$ cat src/sv/tlca_pkg.sv
// tlca_pkg: shared types and constants for the tree lowest common ancestor block
// used by tlca_step, tlca_table and tree_lowest_common_ancestor; no dependencies
package tlca_pkg;

    localparam int TLCA_MAX_NODES = 65536;
    localparam int NODE_W         = 16;
    localparam int LIMIT_W        = 25;

    localparam logic [1:0] OP_LOAD = 2'd0;
    localparam logic [1:0] OP_LCA  = 2'd1;
    localparam logic [1:0] OP_ANC  = 2'd2;

    typedef logic [NODE_W-1:0] t_node;

    typedef struct packed {
        logic [1:0] operation;
        t_node      node_a;
        t_node      node_b;
        t_node      entry_index;
        t_node      entry_parent;
    } t_cmd;

    typedef struct packed {
        t_node ancestor_node;
        logic  is_ancestor;
        logic  malformed;
    } t_res;

    typedef struct packed {
        logic  done;
        logic  hi_is_a;
        t_node hi;
        logic  same;
        logic  bad;
    } t_step;

    typedef enum logic [1:0] {
        S_IDLE,
        S_READ,
        S_STEP
    } t_state;

endpackage

$ cat src/sv/tlca_step.sv
// tlca_step: shared compare unit for one walk step
// picks the node to climb, tests for the end of the walk and checks the parent; uses tlca_pkg
module tlca_step (
    input  logic [1:0]     i_op,
    input  tlca_pkg::t_node i_a,
    input  tlca_pkg::t_node i_b,
    input  tlca_pkg::t_node i_parent,
    output tlca_pkg::t_step o_step
);
    import tlca_pkg::*;

    logic  hi_is_a;
    t_node hi;

    always_comb begin
        hi_is_a = (i_op == OP_LCA) ? (i_a > i_b) : 1'b0;
        hi      = hi_is_a ? i_a : i_b;
    end

    always_comb begin
        o_step.hi_is_a = hi_is_a;
        o_step.hi      = hi;
        o_step.same    = (i_a == i_b);
        o_step.done    = (i_op == OP_LCA) ? (i_a == i_b) : (i_b <= i_a);
        o_step.bad     = (i_parent >= hi);
    end

endmodule

$ cat config.mk
export PLATFORM = sky130hd
export DESIGN_NAME = tlca_step
export DESIGN_NICKNAME = d
export VERILOG_FILES = /design/src/sv/tlca_pkg.sv /design/src/sv/tlca_step.sv
export SDC_FILE = /design/constraint.sdc
export NUM_CORES = 1
export LEC_CHECK = 0
export BUFFER_PORTS_ARGS = -buffer_cell sky130_fd_sc_hd__buf_2
export CELL_PAD_IN_SITES_DETAIL_PLACEMENT = 2
export CELL_PAD_IN_SITES_GLOBAL_PLACEMENT = 2
export CORE_MARGIN = 2
export CORE_UTILIZATION = 27
export DETAILED_ROUTE_END_ITERATION = 8
export PLACE_DENSITY = 0.89
export SLEW_MARGIN = 20
export SYNTH_ARGS = -nofsm -noshare
export SYNTH_HDL_FRONTEND = slang
export SYNTH_SLANG_ARGS = --single-unit
$ cat constraint.sdc
create_clock -name vclk -period 10.8
set_clock_uncertainty 0.1 [all_clocks]
set_input_delay 3.24 -clock vclk [all_inputs]
set_output_delay 3.24 -clock vclk [all_outputs]
set_load 0.01 [all_outputs]
# == Word level (Yosys, flattened, before mapping) ==
# Cells that the tools add are included.
# Widths: inputs -> output; s select.
# totals
output_inout_bits,20
wordCells,8
ff_bits,0
# classes
muxes,3
magnitude_cmp,3
n_eq_ne,2
# ops
op,count
$eq 16x16->1,1
$ge 16x16->1,1
$gt 16x16->1,1
$le 16x16->1,1
$mux 16,1
$eq 2x1->1 const B,1
$mux 1,2

# == Longest topological paths before layout ==
# Gate-level depths: netlist of run 1.
# depth
ltp_word,4
ltp_mapped,15

# == Least setup slack after synthesis of run 1 ==
# Ideal clock, no wire load.
# synth_timing
path_type,input to output
start,input i_a[11]
end,output o_step[0] (netlist name)
stages,15
n_path_buf,2
arrival_time_ns,6.073
slack_ns,1.387
cell_sequence,inv_1 > ha_1 > a21oi_2 > o21ai_1 > a211o_1 > a211o_1 > buf_6 > buf_12 > mux2_4 > ha_1 > nor2b_1 > o21ai_0 > a21oi_1 > a2111oi_0 > or4_1
# synth_lines
element,line,text
"start, declared",tlca_step.sv:5,"input tlca_pkg::t_node i_a,"
"end, declared",tlca_step.sv:8,output tlca_pkg::t_step o_step

==> results of run 1 <==
[synth_stat cells]
cell       count
mux2i_1       15
o21ai_1        1
ha_1          32
o21ai_0        5
nand2_1        9
o211ai_1       1
buf_8          1
a31o_2         1
o21a_1         2
buf_12         1
or2_2          1
buf_4          2
nor4_1         1
mux2_2         2
inv_1         21
nand2b_1       1
nor3_1         2
nand4_1        4
a21oi_2        1
a21oi_1       14
or4_1          1
nor2_1         2
nor2b_1        2
mux2_4        14
buf_6          1
a211o_1        3
a2111oi_0      2
[layout make-up]
class / instances / area [um^2] / share of cell area, %
multi-input combinational: 116 / 1080 / 68.0
tap: 52 / 65.1 / 4.08
inverter: 21 / 78.8 / 4.95
timing repair buffer: 72 / 365 / 22.9
[metrics by stage]
stage	setup slack, ns	std cells	power, mW	hold slack (ns)	utilization, %
after floorplan	1.39	142	0.0454	6.51	-
after global placement	0.847	261	0.0690	6.72	36.6
after detailed placement	0.710	261	0.0728	6.73	36.6
after CTS	0.715	261	0.0732	6.73	36.6
after global routing	0.411	261	0.0808	6.74	36.6
final	0.774	261	0.0714	6.72	36.6
[tightest hold or removal path: stages]
cell and delay (ns):
buf_2 0.09, mux2_2 0.13, buf_2 0.12
[metal layers]
metal / vias up / GRT usage (%) / routed length [um]
li1: 652 / - / -
met1: 622 / 17.4 / 1540
met2: 31 / 32.3 / 2120
met3: 0 / 1.55 / 206
met4: 0 / 0 / 0
met5: - / 0 / 0
[power groups by stage]
stage	Sequential (mW)	Clock [mW]	Combinational (mW)
6_report	0	0	0.0714
5_1_grt	0	0	0.0808
4_1_cts	0	0	0.0732
3_5_place_dp	0	0	0.0728
3_3_place_gp	0	0	0.0690
2_1_floorplan	0	0	0.0454
[cells by family after synthesis]
| group | count (synthesis) |
|---|---|
| mux | 31 |
| simple gates | 23 |
| buf+inv | 26 |
| compound gates | 30 |
| fa+ha+maj | 32 |
[worst max-delay path by stage]
stage	startpoint	end	slack [ns]	depth (start not counted)
3_3_place_gp	i_a[9]	o_step[0]	0.85	14
5_1_grt	i_a[13]	o_step[0]	0.41	13
3_5_place_dp	i_a[13]	o_step[0]	0.71	14
6_report	i_a[13]	o_step[0]	0.77	14
4_1_cts	i_a[13]	o_step[0]	0.72	14
2_1_floorplan	i_a[11]	o_step[0]	1.39	15
==> flow_metrics.py, run 1 <==
metrics = {
    "final_layout": {
        "final_area_um2": 1590,
        "finalNetCount": 293,
        "num-clock-buffers": 0,
        "area_growth_pct": 30.3,
        "num_antenna_cells": 0,
        "nFillCells": 531,
        "final_cell_mix": "70 x buf_2, 32 x ha_1, 21 x inv_1",
        "seq_area_um2": 0,
        "final_common_cell": "buf_2",
        "drive_gt1_share_pct": 44.0,
        "seq_cells": 0,
    },
    "power_and_ir_drop": {
        "p_per_area_nw_per_um2": 44.8,
        "vdd_ir_drop_max_uv": 11.7,
        "clkPwrFrac_pct": 0,
        "p_int_mw": 0.0358,
        "p_comb_share_pct": 100.0,
        "p_sw_share_pct": 49.9,
        "p_leak_nw": 0.998,
        "power_switching_mw": 0.0356,
        "sequentialPowerShare_pct": 0,
    },
    "global_route": {
        "track_usage_pct": 15.4,
        "grt_max_degree": 13,
        "antenna_found_initial": 0,
        "grt_pass1_wl_um": 6500,
        "grt_pass1_vias": 1503,
        "grt-ovfl-total": 0,
    },
    "worst_hold_path": {
        "holdPathStages": 3,
        "min_to": "o_step[17]",
        "min_from": "i_a[15]",
        "min_path_type": "in2out",
    },
    "logic_synthesis": {
        "synthesis.nets": 224,
        "post_synth_mux_area_share_pct": 31.3,
        "ys_seq_area_share_pct": 0,
        "synth-compound-area-share_pct": 15.0,
        "yosysTopAreaCell": "ha_1",
        "yosys.area_share.adder_pct": 32.8,
        "synth_top_family_by_area": "adder cells",
        "synth_area_leaders": "ha_1 33%, mux2_4 17%, mux2i_1 12%",
        "synth-simple-area-share_pct": 9.42,
        "synth-xor-area-share_pct": 0,
        "yosysWarnings": 0,
        "syn_area_um2": 1220,
        "synthCells": 142,
        "postSynthAreaPerCell_um2": 8.61,
        "ys_types": 27,
        "synth_top_area_share_pct": 32.8,
    },
    "sta": {
        "drv_slew": 0,
        "setup_violations": 0,
        "hold_violations": 0,
        "tns_ns": 0,
        "rsz0062_at_grt": "no",
        "slew-limit-headroom_pct": 62.9,
        "fmax_mhz": 99.7,
        "final.period_utilization_pct": 92.8,
        "min_period_ns": 10.03,
        "worstMarginPinSlew_ns": 0.543,
    },
    "critical_path": {
        "critPathMaxFanout": 12,
        "cp.required_ns": 7.46,
        "critPathMaxStageDelay_ns": 0.51,
        "worstSetupPathType": "in2out",
        "cp.arrival_ns": 6.69,
        "slowest_stage": "nor4_1",
        "crit_buf_inv": 4,
        "start_kind": "input port",
        "crit_family": "simple AND/OR/NAND/NOR gates",
        "crit_chain": "buf_2 > inv_1 > ha_1 > nand4_1 > nor4_1 > a211o_2 > buf_4 > mux2i_1 > ha_1 > a211o_1 > a21oi_1 > a2111oi_0 > or4_1 > buf_2",
        "critPathCaptureType": "output port",
    },
    "drt": {
        "post_drt_wl_per_cell_um": 14.8,
        "routed_wl_um": 3870,
        "drc": 0,
        "initialDrtViolationCount": 13,
        "num_vias": 1305,
        "drtPass1Iterations": 3,
        "ant_nets": 0,
        "vias_per_cell": 5.00,
    },
    "placed_design": {
        "place_hpwl_um": 3640,
        "portBuffers": 70,
        "place_congestion": 0.776,
        "place_area_um2": 1590,
    },
    "clock_tree": {
        "postCtsSetupBuffers": 0,
        "cts_resized": 0,
        "cts_hold_buf": 0,
    },
    "floorplanning": {
        "die_height_um": 71.3,
        "row_count": 24,
        "die_width_um": 71.3,
        "core_area_um2": 4350,
        "io_pins": 70,
        "dieArea_um2": 5080,
        "initial_core_util_pct": 28.1,
    },
    "flow_run": {
        "cap_violations": 0,
    },
    "status": {
        "status": "complete, no violations",
    },
}
(Power assumes the default switching activity.)
==> inputs of run 2 (changes only) <==
- ABC_AREA: not set -> 1
- CORE_UTILIZATION: 27 -> 24
- PLACE_DENSITY: 0.89 -> 0.88
- SLEW_MARGIN: 20 -> 40
==> flow_metrics.py, run 2 <==
metrics = {
    "logic_synthesis": {
        "yosys.area_share.adder_pct": 29.4,
        "synthesis.nets": 326,
        "synth-simple-area-share_pct": 44.9,
        "synth_top_family_by_area": "simple AND/OR/NAND/NOR gates",
        "postSynthAreaPerCell_um2": 5.59,
        "ys_types": 19,
        "syn_area_um2": 1360,
        "yosysTopAreaCell": "ha_1",
        "synthMostInstantiatedCell": "nand2_1",
        "synth_top_area_share_pct": 29.4,
        "post_synth_mux_area_share_pct": 0,
        "synth.top_cells.by_count": "86 x nand2_1, 42 x inv_1, 34 x nand4_1, 32 x ha_1, 15 x a21oi_1",
        "yosysWarnings": 0,
        "synth-compound-area-share_pct": 8.99,
        "synthCells": 244,
        "synth_area_leaders": "ha_1 29%, nand2_1 24%, nand4_1 16%",
        "synth-xor-area-share_pct": 0,
        "ys_seq_area_share_pct": 0,
    },
    "sta": {
        "hold_violations": 0,
        "rsz0062_at_grt": "no",
        "fmax_mhz": 99.6,
        "final.period_utilization_pct": 93.0,
        "setup_violations": 0,
        "slew-limit-headroom_pct": 53.9,
        "min_period_ns": 10.04,
        "worstMarginPinSlew_ns": 0.691,
        "setup_ws_ns": 0.758,
        "tns_ns": 0,
        "drv_slew": 0,
    },
    "floorplanning": {
        "row_count": 27,
        "initial_core_util_pct": 24.8,
        "dieArea_um2": 6300,
        "die_width_um": 79.4,
        "core_area_um2": 5510,
        "io_pins": 70,
        "die_height_um": 79.4,
    },
    "placed_design": {
        "place_congestion": 0.770,
        "portBuffers": 70,
        "place_hpwl_um": 4410,
        "pre_cts_ws_ns": 0.716,
        "place_area_um2": 1750,
    },
    "critical_path": {
        "cp-endpoint": "o_step[0]",
        "worstSetupPathType": "in2out",
        "cp_num_cells": 19,
        "crit_chain": "buf_2 > inv_1 > ha_1 > nand2_1 > inv_1 > nand2_1 > nand2_1 > nand2_1 > nand2_1 > nand2_2 > nand3_2 > nand2_1 > nand2_1 > ha_1 > nand4_1 > nor3_1 > nand2_1 > nand3_1 > buf_2",
        "crit_top_cell": "nand2_1",
        "critPathMaxStageDelay_ns": 0.69,
        "crit_buf_inv": 4,
        "critPathMaxFanout": 33,
        "slowest_stage": "nand3_2",
        "startpoint": "i_a[3]",
        "cp.required_ns": 7.46,
        "cp.arrival_ns": 6.70,
        "start_kind": "input port",
        "crit_family": "simple AND/OR/NAND/NOR gates",
        "critPathCaptureType": "output port",
    },
    "drt": {
        "vias_per_cell": 4.89,
        "ant_nets": 0,
        "drc": 0,
        "routed_wl_um": 5210,
        "post_drt_wl_per_cell_um": 13.9,
        "initialDrtViolationCount": 28,
        "num_vias": 1832,
        "drtPass1Iterations": 4,
    },
    "global_route": {
        "antenna_found_initial": 0,
        "grt_pass1_vias": 1956,
        "grt-ovfl-total": 0,
        "track_usage_pct": 16.5,
        "grt_max_degree": 34,
        "grt_pass1_wl_um": 8700,
    },
    "final_layout": {
        "area_growth_pct": 28.3,
        "final_common_cell": "nand2_1",
        "seq_area_um2": 0,
        "final_area_um2": 1750,
        "finalNetCount": 387,
        "drive_gt1_share_pct": 25.1,
        "multiInputGateArea_um2": 1140,
        "final_cell_mix": "86 x nand2_1, 70 x buf_2, 42 x inv_1",
        "num-clock-buffers": 0,
        "num_antenna_cells": 0,
        "seq_cells": 0,
        "nFillCells": 734,
    },
    "power_and_ir_drop": {
        "power_switching_mw": 0.0488,
        "p_int_mw": 0.0323,
        "vdd_ir_drop_max_uv": 14.3,
        "p_comb_share_pct": 100.0,
        "clkPwrFrac_pct": 0,
        "p_leak_nw": 1.15,
        "p_per_area_nw_per_um2": 46.3,
        "p_sw_share_pct": 60.2,
        "sequentialPowerShare_pct": 0,
    },
    "flow_run": {
        "cap_violations": 0,
    },
    "worst_hold_path": {
        "holdPathStages": 4,
        "min_path_type": "in2out",
    },
    "status": {
        "status": "complete, no violations",
    },
    "clock_tree": {
        "postCtsSetupBuffers": 0,
        "cts_hold_buf": 0,
        "cts_resized": 0,
    },
}
run 2: worst min path at each step:
stage / startpoint / endpoint / slack, ns
after floorplan: i_b[8] / o_step[10] / 6.50
after global placement: i_b[1] / o_step[3] / 6.70
after detailed placement: i_b[1] / o_step[3] / 6.71
after CTS: i_b[1] / o_step[3] / 6.71
after global routing: i_b[1] / o_step[3] / 6.73
final: i_b[1] / o_step[3] / 6.70
run 2: area by class of cell:
type | instances | share of cell area, %
Timing Repair Buffer | 72 | 20.9
Inverter | 42 | 9.01
Tap cell | 72 | 5.15
Multi-Input combinational cell | 189 | 65.0
run 2: cells by family after synthesis:
group / Yosys count
buf+inv: 55
compound gates: 23
fa+ha+maj: 32
simple gates: 134
run 2: per-layer routing:
layer  track usage [%]  share of wire, %
met5                 0                 0
met4              2.07               1.1
met3             0.339               2.8
met2              32.9                52
met1              20.0                44
run 2: power groups by stage:
stage	Clock, mW	Sequential (mW)	Combinational [mW]
after floorplan	0	0	0.0496
after global placement	0	0	0.0771
after detailed placement	0	0	0.0822
after CTS	0	0	0.0826
after global routing	0	0	0.0930
final	0	0	0.0811
run 2: metrics by stage:
| stage | total power [mW] | hold slack, ns | instances | utilization, % |
|---|---|---|---|---|
| finish | 0.0811 | 6.70 | 375 | 31.8 |
| global route | 0.0930 | 6.73 | 375 | 31.8 |
| CTS | 0.0826 | 6.71 | 375 | 31.8 |
| detailed placement | 0.0822 | 6.71 | 375 | 31.8 |
| global placement | 0.0771 | 6.70 | 375 | 31.8 |
| floorplan | 0.0496 | 6.50 | 244 | - |
run 2: worst min-delay path, stage by stage:
cell and delay [ns]:
buf_2 0.11, nand2_1 0.05, nand2_1 0.05, buf_2 0.12
==> inputs of run 3 (changes only) <==
- RECOVER_POWER: not set -> 50
==> flow_metrics.py, run 3 (synthesized netlist as in run 2, its figures left out) <==
metrics = {
    "drt": {
        "drc": 0,
        "post_drt_wl_per_cell_um": 13.9,
        "vias_per_cell": 4.89,
        "ant_nets": 0,
        "routed_wl_um": 5200,
        "drtPass1Iterations": 4,
        "num_vias": 1835,
        "initialDrtViolationCount": 30,
    },
    "sta": {
        "hold_violations": 0,
        "worstMarginPinSlew_ns": 0.691,
        "tns_ns": 0,
        "setup_violations": 0,
        "rsz0062_at_grt": "no",
        "slew-limit-headroom_pct": 53.9,
        "fmax_mhz": 99.5,
        "final.period_utilization_pct": 93.0,
        "min_period_ns": 10.05,
        "drv_slew": 0,
    },
    "placed_design": {
        "place_area_um2": 1750,
        "portBuffers": 70,
        "place_hpwl_um": 4410,
        "place_congestion": 0.770,
    },
    "clock_tree": {
        "postCtsSetupBuffers": 0,
        "cts_resized": 0,
        "cts_hold_buf": 0,
    },
    "floorplanning": {
        "die_width_um": 79.4,
        "initial_core_util_pct": 24.8,
        "io_pins": 70,
        "dieArea_um2": 6300,
        "row_count": 27,
        "die_height_um": 79.4,
        "core_area_um2": 5510,
    },
    "worst_hold_path": {
        "min_path_type": "in2out",
        "min_to": "o_step[5]",
        "holdPathStages": 4,
        "min_from": "i_b[3]",
    },
    "critical_path": {
        "slowest_stage": "nand3_2",
        "crit_buf_inv": 3,
        "start_kind": "input port",
        "crit_top_cell": "nand2_1",
        "crit_family": "simple AND/OR/NAND/NOR gates",
        "cp.arrival_ns": 6.71,
        "critPathMaxFanout": 33,
        "cp.required_ns": 7.46,
        "critPathCaptureType": "output port",
        "startpoint": "i_a[1]",
        "worstSetupPathType": "in2out",
        "crit_chain": "buf_2 > inv_1 > ha_1 > nand2_1 > nand2_1 > nand2_1 > nand2_1 > nand2_1 > nand2_1 > nand2_2 > nand3_2 > nand2_1 > nand2_1 > ha_1 > nand4_1 > nor3_1 > nand2_1 > nand3_1 > buf_2",
        "critPathMaxStageDelay_ns": 0.69,
    },
    "power_and_ir_drop": {
        "p_sw_share_pct": 60.7,
        "p_comb_share_pct": 100.0,
        "p_leak_nw": 1.12,
        "p_per_area_nw_per_um2": 46.3,
        "power_mw": 0.0805,
        "clkPwrFrac_pct": 0,
        "power_switching_mw": 0.0489,
        "vdd_ir_drop_max_uv": 14.3,
        "sequentialPowerShare_pct": 0,
        "p_int_mw": 0.0316,
    },
    "final_layout": {
        "seq_cells": 0,
        "num_antenna_cells": 0,
        "fin_util_pct": 31.6,
        "nFillCells": 737,
        "final_cell_mix": "86 x nand2_1, 62 x buf_2, 42 x inv_1",
        "drive_gt1_share_pct": 22.4,
        "final_common_cell": "nand2_1",
        "finalNetCount": 387,
        "area_growth_pct": 27.6,
        "seq_area_um2": 0,
        "num-clock-buffers": 0,
        "final_area_um2": 1740,
    },
    "global_route": {
        "track_usage_pct": 16.5,
        "grt-ovfl-total": 0,
        "grt_max_degree": 34,
        "grt_pass1_wl_um": 8700,
        "antenna_found_initial": 0,
        "grt_pass1_vias": 1956,
    },
    "status": {
        "status": "complete, no violations",
    },
    "flow_run": {
        "cap_violations": 0,
    },
}
run 3: changes by cell type in the layout (fill, tap and decap cells not counted):
cell      before  now
buf_2         70   62
clkbuf_1       0    8
run 3: per-layer routing:
metal,GRT usage [%],share of wire [%]
met3,0.339,2.8
met2,32.9,52
met5,0,0
met4,2.07,1.1
met1,20.0,44
run 3: power by group through the flow:
stage	registers, mW	logic (mW)	clock network, mW
after floorplan	0	0.0496	0
after detailed placement	0	0.0822	0
after global routing	0	0.0924	0
after CTS	0	0.0826	0
final	0	0.0805	0
after global placement	0	0.0771	0
run 3: worst max-delay path by stage:
stage | end | slack [ns] | cells after the start
3_5_place_dp | o_step[0] | 0.72 | 19
2_1_floorplan | o_step[0] | 2.31 | 15
3_3_place_gp | o_step[0] | 0.86 | 17
4_1_cts | o_step[0] | 0.73 | 19
6_report | o_step[0] | 0.75 | 19
5_1_grt | o_step[0] | 0.34 | 19
run 3: per-stage QoR:
step,setup slack [ns],hold slack [ns],instances
2_1_floorplan,2.31,6.50,244
3_3_place_gp,0.861,6.70,375
3_5_place_dp,0.716,6.71,375
4_1_cts,0.728,6.71,375
5_1_grt,0.343,6.74,375
6_report,0.753,6.70,375
run 3: cell type report:
cell class,instances,area (um^2),area share [%]
Inverter,42,158,9.06
Multi-Input combinational cell,189,1140,65.3
Tap cell,72,90.1,5.18
Timing Repair Buffer,72,355,20.4
